--- config.mk ---
export PLATFORM = sky130hd
export DESIGN_NAME = base32_stream_encoder
export DESIGN_NICKNAME = d
export VERILOG_FILES = /design/src/rtl/b32_pkg.sv /design/src/rtl/b32_front.sv /design/src/rtl/b32_queue.sv /design/src/rtl/b32_back.sv /design/src/rtl/base32_stream_encoder.sv
export VERILOG_INCLUDE_DIRS = /design/src /design/src/rtl
export SDC_FILE = /design/constraint.sdc
export NUM_CORES = 1
export LEC_CHECK = 0
export BUFFER_PORTS_ARGS = -buffer_cell sky130_fd_sc_hd__buf_2
export CAP_MARGIN = 20
export CORE_ASPECT_RATIO = 1.75
export CORE_UTILIZATION = 50
export CTS_CLUSTER_DIAMETER = 50
export DETAILED_ROUTE_END_ITERATION = 6
export GPL_TIMING_DRIVEN = 0
export PLACE_DENSITY = 0.63
export SYNTH_ARGS = -nofsm -noshare
export SYNTH_HDL_FRONTEND = slang
export SYNTH_SLANG_ARGS = --single-unit
--- constraint.sdc ---
create_clock -name clk -period 4.95 [get_ports clk]
set_input_delay 0.2475 -clock clk [delete_from_list [all_inputs] [get_ports clk]]
set_output_delay 0.2475 -clock clk [all_outputs]
set_load 0.02 [all_outputs]
--- src/rtl/base32_stream_encoder_macros.svh ---
// Assertion macros shared by the Base32 encoder RTL.
// No dependencies; include once per file that asserts.
`ifndef BASE32_STREAM_ENCODER_MACROS_SVH
`define BASE32_STREAM_ENCODER_MACROS_SVH

// Same-cycle implication, disabled during reset.
`define B32_ASSERT_IMPL(label, clk, rst, ante, cons, msg) \
  label: assert property (@(posedge clk) disable iff (rst) (ante) |-> (cons)) \
    else $error(msg);

// Next-cycle implication, disabled during reset.
`define B32_ASSERT_NEXT(label, clk, rst, ante, cons, msg) \
  label: assert property (@(posedge clk) disable iff (rst) (ante) |=> (cons)) \
    else $error(msg);

`endif

--- src/rtl/b32_pkg.sv ---
// Shared types, constants and character functions for the Base32 encoder.
// No dependencies.
`timescale 1ns / 1ps
package b32_pkg;

  localparam int GQ_DEPTH = 2;
  localparam int GQ_AW    = $clog2(GQ_DEPTH);

  localparam logic [7:0] PAD_CHAR    = 8'h3D;
  localparam logic [7:0] CHAR_UPPER  = 8'h41;  // 'A'
  localparam logic [7:0] CHAR_DIGIT  = 8'h32;  // '2'
  localparam logic [4:0] ALPHA_SPLIT = 5'd26;
  localparam logic [2:0] GROUP_BYTES = 3'd5;
  localparam logic [2:0] MAX_PEND    = 3'd4;
  localparam logic [2:0] LAST_POS    = 3'd7;

  // One gathered group, aligned to the top of a 40-bit word.
  typedef struct packed {
    logic [39:0] bits;
    logic [3:0]  keep;   // data characters before padding
    logic        last;   // group ends the message
  } b32_group_t;

  // Map a 5-bit value to the standard alphabet.
  function automatic logic [7:0] b32_char(input logic [4:0] v);
    logic [7:0] c;
    if (v < ALPHA_SPLIT) begin
      c = 8'(CHAR_UPPER + {3'b000, v});
    end else begin
      c = 8'(CHAR_DIGIT + {3'b000, 5'(v - ALPHA_SPLIT)});
    end
    return c;
  endfunction

  // Data characters for a group of n bytes.
  function automatic logic [3:0] b32_keep(input logic [2:0] n);
    logic [3:0] k;
    unique case (n)
      3'd1:    k = 4'd2;
      3'd2:    k = 4'd4;
      3'd3:    k = 4'd5;
      3'd4:    k = 4'd7;
      default: k = 4'd8;
    endcase
    return k;
  endfunction

endpackage

--- src/rtl/b32_front.sv ---
// Byte gatherer: collects up to five bytes and issues aligned groups.
// Depends on b32_pkg.
`timescale 1ns / 1ps
module b32_front (
  input  logic               clk,
  input  logic               rst,
  input  logic               push,
  output logic               full,
  input  logic [7:0]         data_byte,
  input  logic               message_last,
  input  logic               grp_full,
  output logic               grp_push,
  output b32_pkg::b32_group_t grp
);
  import b32_pkg::*;

  logic [31:0] pend;
  logic [2:0]  cnt;
  logic [2:0]  n;
  logic        accept;
  logic        close;

  assign full   = grp_full;
  assign accept = push && !grp_full;
  assign n      = ((cnt > MAX_PEND) ? MAX_PEND : cnt) + 3'd1;
  assign close  = (n == GROUP_BYTES) || message_last;
  assign grp_push = accept && close;

  always_comb begin
    unique case (n)
      3'd1:    grp.bits = {data_byte, 32'h0};
      3'd2:    grp.bits = {pend[7:0], data_byte, 24'h0};
      3'd3:    grp.bits = {pend[15:0], data_byte, 16'h0};
      3'd4:    grp.bits = {pend[23:0], data_byte, 8'h0};
      default: grp.bits = {pend, data_byte};
    endcase
    grp.keep = b32_keep(n);
    grp.last = message_last;
  end

  always_ff @(posedge clk) begin
    if (rst) begin
      pend <= '0;
      cnt  <= '0;
    end else if (accept) begin
      if (close) begin
        pend <= '0;
        cnt  <= '0;
      end else begin
        pend <= {pend[23:0], data_byte};
        cnt  <= n;
      end
    end
  end

endmodule

--- src/rtl/b32_queue.sv ---
// Short group queue between the gatherer and the character serialiser.
// Depends on b32_pkg.
`timescale 1ns / 1ps
module b32_queue (
  input  logic                clk,
  input  logic                rst,
  input  logic                wr,
  input  b32_pkg::b32_group_t wr_data,
  output logic                full,
  input  logic                rd,
  output b32_pkg::b32_group_t rd_data,
  output logic                empty
);
  import b32_pkg::*;

  b32_group_t           mem [GQ_DEPTH];
  logic [GQ_AW-1:0]     wp;
  logic [GQ_AW-1:0]     rp;
  logic [GQ_AW:0]       count;
  logic                 do_wr;
  logic                 do_rd;

  assign full    = (count == (GQ_AW+1)'(GQ_DEPTH));
  assign empty   = (count == '0);
  assign do_wr   = wr && !full;
  assign do_rd   = rd && !empty;
  assign rd_data = mem[rp];

  always_ff @(posedge clk) begin
    if (do_wr) begin
      mem[wp] <= wr_data;
    end
  end

  always_ff @(posedge clk) begin
    if (rst) begin
      wp    <= '0;
      rp    <= '0;
      count <= '0;
    end else begin
      if (do_wr) begin
        wp <= (wp == GQ_AW'(GQ_DEPTH - 1)) ? '0 : GQ_AW'(wp + 1'b1);
      end
      if (do_rd) begin
        rp <= (rp == GQ_AW'(GQ_DEPTH - 1)) ? '0 : GQ_AW'(rp + 1'b1);
      end
      unique case ({do_wr, do_rd})
        2'b10:   count <= (GQ_AW+1)'(count + 1'b1);
        2'b01:   count <= (GQ_AW+1)'(count - 1'b1);
        default: count <= count;
      endcase
    end
  end

endmodule

--- src/rtl/b32_back.sv ---
// Character serialiser: eight characters per group, one a cycle if not stalled.
// Depends on b32_pkg and base32_stream_encoder_macros.svh.
`timescale 1ns / 1ps
`include "base32_stream_encoder_macros.svh"
module b32_back (
  input  logic                clk,
  input  logic                rst,
  input  b32_pkg::b32_group_t grp,
  input  logic                grp_empty,
  output logic                grp_pop,
  output logic                empty,
  input  logic                pop,
  output logic [7:0]          out_char,
  output logic                group_last,
  output logic                message_end
);
  import b32_pkg::*;

  logic [39:0] sr;
  logic [3:0]  keep;
  logic        last;
  logic [2:0]  k;
  logic        busy;
  logic        out_valid;
  logic        advance;
  logic        load;

  assign empty   = !out_valid;
  assign advance = !out_valid || pop;
  assign load    = !grp_empty && (!busy || (advance && (k == LAST_POS)));
  assign grp_pop = load;

  always_ff @(posedge clk) begin
    if (load) begin
      sr   <= grp.bits;
      keep <= grp.keep;
      last <= grp.last;
    end else if (advance && busy) begin
      sr <= {sr[34:0], 5'b00000};
    end
    if (advance && busy) begin
      out_char    <= ({1'b0, k} < keep) ? b32_char(sr[39:35]) : PAD_CHAR;
      group_last  <= (k == LAST_POS);
      message_end <= (k == LAST_POS) && last;
    end
  end

  always_ff @(posedge clk) begin
    if (rst) begin
      k         <= '0;
      busy      <= 1'b0;
      out_valid <= 1'b0;
    end else begin
      if (advance) begin
        out_valid <= busy;
      end
      if (advance && busy) begin
        k <= 3'(k + 1'b1);
      end
      if (load) begin
        busy <= 1'b1;
      end else if (advance && busy && (k == LAST_POS)) begin
        busy <= 1'b0;
      end
    end
  end

  `B32_ASSERT_IMPL(a_idle_pos_zero, clk, rst, !busy, k == '0, "position moved while idle")
  `B32_ASSERT_IMPL(a_end_on_group_last, clk, rst, out_valid && message_end, group_last, "message end off group boundary")
  `B32_ASSERT_NEXT(a_load_starts_group, clk, rst, load, busy && (k == '0), "group load did not restart position")

endmodule

--- src/rtl/base32_stream_encoder.sv ---
// The closing byte's group is written to the queue, loaded into the serialiser's shift
// register and then registered onto the character ports. Characters leave one per cycle
// while pop keeps up, eight per group, through the serialiser's single character path.
// Bytes enter at one per cycle while a queue slot is free; a short message still yields
// eight characters however few bytes it holds. Reset (synchronous, rst high) empties the
// queue, clears the pending bytes and count, and drops any group being serialised.
`timescale 1ns / 1ps
module base32_stream_encoder (
  input  logic       clk,
  input  logic       rst,
  input  logic       push,
  output logic       full,
  input  logic [7:0] data_byte,
  input  logic       message_last,
  output logic       empty,
  input  logic       pop,
  output logic [7:0] out_char,
  output logic       group_last,
  output logic       message_end
);
  import b32_pkg::*;

  // Groups travel from gatherer to serialiser through the queue, so a stalled
  // result side only back-pressures input once both queue slots are taken.
  b32_group_t grp_in;
  b32_group_t grp_out;
  logic       grp_push;
  logic       grp_full;
  logic       grp_pop;
  logic       grp_empty;

  // Front: gather bytes, close a group on the fifth byte or the final byte.
  b32_front u_front (
    .clk          (clk),
    .rst          (rst),
    .push         (push),
    .full         (full),
    .data_byte    (data_byte),
    .message_last (message_last),
    .grp_full     (grp_full),
    .grp_push     (grp_push),
    .grp          (grp_in)
  );

  // Queue: hold closed groups until the serialiser is free.
  b32_queue u_queue (
    .clk     (clk),
    .rst     (rst),
    .wr      (grp_push),
    .wr_data (grp_in),
    .full    (grp_full),
    .rd      (grp_pop),
    .rd_data (grp_out),
    .empty   (grp_empty)
  );

  // Back: emit eight characters per group; the next group loads as the
  // eighth character of the current one advances, so queued groups run gap-free.
  b32_back u_back (
    .clk         (clk),
    .rst         (rst),
    .grp         (grp_out),
    .grp_empty   (grp_empty),
    .grp_pop     (grp_pop),
    .empty       (empty),
    .pop         (pop),
    .out_char    (out_char),
    .group_last  (group_last),
    .message_end (message_end)
  );

endmodule
==> impl_metrics.yaml <==
outcome:
  outcome: "complete, no violations"
worst_setup_path:
  path_class: "reg -> reg"
  end_kind: "register"
  critPathArrivalTime_ns: 4.39
  required_ns: 5.07
  cp_top_family: "buffers and inverters"
  critPathMaxStageDelay_ns: 0.65
  slowest_stage: "nor2_4"
  start_kind: "register"
  crit_chain: "clkbuf_1 > clkbuf_1 > nand2b_1 > ha_1 > clkbuf_1 > or2_2 > o2111ai_1 > nor2_4 > buf_12"
  path_buf_inv: 4
  cp_common_cell: "clkbuf_1"
  crit_fanout: 28
timing:
  maxSlewHeadroom_pct: 43.95
  hold_viol: 0
  tns_ns: 0
  grt_setup_unrepaired: "false"
  finalSetupViolations: 0
  max_clock_freq_mhz: 234.3
  fin_crit_ns: 4.268
  finalMaxSlewViolations: 0
  fin_crit_sh_pct: 86.22
  whs_ns: 0.1379
  clock_skew_ns: 0.01286
  tightestPinTransition_ns: 0.8400
clocking:
  cts.reportedPaths.clkPinSlew_ns: 0.07
  post_cts_buffers: 0
  clk_latency_ns: 0.42
  post_cts_resize_count: 0
  htreeDepth: 4
  cts_buffer_depth: 2
  cts_tree: "built"
  cts_buffers: 17
  hold_buffers: 0
  cts.sinks: 189
  root_buffer: "clkbuf_16"
min_path:
  hold_class: "in -> reg"
die:
  core_area_um2: 15950
  dieArea_um2: 16900
  io_pins: 25
  fp.dieH_um: 171.2
  initial_core_util_pct: 51.31
  rows: 61
  die-width_um: 98.71
global_route:
  grt_max_degree: 29
  grt_pass1_vias: 5021
  antenna_found_initial: 0
  grt_pass1_wl_um: 28020
  overflow: 0
  grt_usage_pct: 22.97
power_and_ir_drop:
  power_density_nw_per_um2: 545.8
  p_leak_nw: 3.289
  ir_worst_vdd_v: 0.0002132
final_layout:
  syn2layout_area_growth_pct: 12.43
  drive_above_1_share_pct: 26.88
  n_antenna_cell: 0
  fillers: 1261
  fin_cells: 829
  layout.nets: 654
synth:
  ys_ff_latch: 189
  yosys_warnings: 0
  synth.distinct_cells: 48
  synthCells: 582
  avgSynthCellArea_um2: 14.06
  syn_area_um2: 8184
  synth-edff-count: 144
  ys_seq_area_share_pct: 63.84
  synth_fp_nets: 609
  ys.flop_type: "edfxtp_1"
  async_flop_share_pct: 0
route:
  firstDrtPassIters: 5
  vias: 4901
  vias_per_cell: 5.912
  wl_um: 18270
  drcViolationCount: 0
  drt_iter0_markers: 262
  ant_nets: 0
  wl_per_cell_um: 22.04
run:
  maxCapViolCount: 0
placed_design:
  dp_hpwl_um: 13030
  place_inst: 797
  io_buffers: 23
  routabilityCongestion: 0.9729
[layout make-up]
type                    count  area (µm²)  area share (%)
repair buffers             26       175.2           1.904
clock buffers              20       457.9           4.977
flip-flops and latches    189        5225           56.79
multi-input cells         338        2715           29.51
well taps                 189       236.5           2.570
plain buffers              37       202.7           2.203
clock inverters            12       121.4           1.319
inverters                  18       67.56          0.7343
[state kept, by name, summed over array words and instances (netlist names), 2 cells and up, named ones only]
signal / cells
u_back.k: 3
u_back.keep: 4
u_back.out_char: 7
u_back.sr: 40
u_front.cnt: 3
u_front.pend: 32
u_queue.count: 2
u_queue.mem: 90
[tightest hold or removal path, cell delays in order]
cell,delay (ns)
buf_2,0.10
nor2b_2,0.06
nor2_1,0.08
nor2_1,0.04
[logic make-up (layout without fill, tap and decap cells)]
family / count (synthesis) / after routing / share of synthesized area (%)
AND/OR/NAND/NOR: 99 / 99 / 5.672
AO/OA/AOI/OAI: 114 / 114 / 10.08
flip-flops: 189 / 189 / 63.84
multiplexers: 99 / 99 / 13.51
other: 1 / 1 / 0.04582
adder cells (fa/ha/maj): 14 / 14 / 2.140
buffers and inverters: 55 / 113 / 3.302
XOR/XNOR: 11 / 11 / 1.407
[worst paths after layout]
| path | cells after the start | to | slack [ns] | from |
|---|---|---|---|---|
| worst max-delay path | 9 | u_queue.mem[0][39]$_DFFE_PP_ | 0.68 | u_front.cnt[2]$_SDFFE_PP0P_ |
| worst min-delay path | 4 | u_back.out_valid$_SDFFE_PP0P_ | 0.14 | pop |
| worst max register to register | 9 | u_queue.mem[0][39]$_DFFE_PP_ | 0.68 | u_front.cnt[2]$_SDFFE_PP0P_ |
| worst min register to register | 1 | u_front.pend[30]$_SDFFE_PP0P_ | 0.48 | u_front.pend[30]$_SDFFE_PP0P_ |
[metal layers]
layer | share of wire, % | vias up | wire [µm] | global-route usage, %
met1 | 40 | 2423 | 7229 | 25.64
met3 | 3.7 | 45 | 673 | 4.104
met2 | 53 | 151 | 9625 | 40.97
li1 | - | 2282 | - | -
met5 | 0 | - | 0 | 0
met4 | 4.1 | 0 | 746 | 13.43
[synthesized netlist by cell type (all sizes together), types with 12 or more instances]
| cell type | count | area share (%) |
|---|---|---|
| inv | 18 | 0.83 |
| a22o | 34 | 3.6 |
| a22oi | 19 | 1.7 |
| mux2 | 92 | 13 |
| ha | 14 | 2.1 |
| dfxtp | 45 | 11 |
| buf | 17 | 1.6 |
| nor2 | 23 | 1.1 |
| o21ai | 38 | 2.3 |
| clkbuf | 20 | 0.92 |
| nand2 | 34 | 1.6 |
| and2 | 12 | 0.92 |
| nand3 | 17 | 1.0 |
| edfxtp | 144 | 53 |
[metrics by stage]
stage,util (%),power (mW),worst slack [ns],cell area (µm²)
floorplan,-,3.315,0.4890,8184
global placement,53.51,3.665,-1.452,8536
detailed placement,54.05,3.738,0.7269,8622
CTS,57.68,5.074,0.7139,9201
global route,57.68,5.244,0.4730,9201
finish,57.68,5.022,0.6823,9201
[cell usage in the layout (no fill, tap or decap), types with 4 or more instances in the layout]
| master | Yosys | layout |
|---|---|---|
| a222oi_1 | 5 | 5 |
| a21oi_1 | 8 | 7 |
| clkbuf_1 | 20 | 22 |
| nand3_1 | 17 | 17 |
| a22oi_1 | 19 | 19 |
| ha_1 | 14 | 14 |
| nor2_1 | 22 | 20 |
| nand2_1 | 33 | 33 |
| clkbuf_16 | 0 | 18 |
| and2_1 | 11 | 11 |
| dfxtp_1 | 45 | 45 |
| inv_6 | 0 | 4 |
| mux2_2 | 89 | 89 |
| buf_6 | 6 | 6 |
| o21ai_1 | 7 | 7 |
| xor2_1 | 5 | 5 |
| inv_1 | 17 | 17 |
| a22o_1 | 34 | 34 |
| o21ai_0 | 31 | 31 |
| edfxtp_1 | 144 | 144 |
| xnor2_1 | 5 | 5 |
| mux2i_1 | 7 | 7 |
| buf_2 | 6 | 29 |
[power by group]
| part | switching [mW] | leakage (nW) | internal (mW) |
|---|---|---|---|
| clock | 0.602 | 0.286 | 0.738 |
| sequential | 0.149 | 1.75 | 2.21 |
| combinational | 0.730 | 1.26 | 0.594 |
| total | 1.48 | 3.29 | 3.54 |
Note: power is estimated with default switching activity, not from simulation.
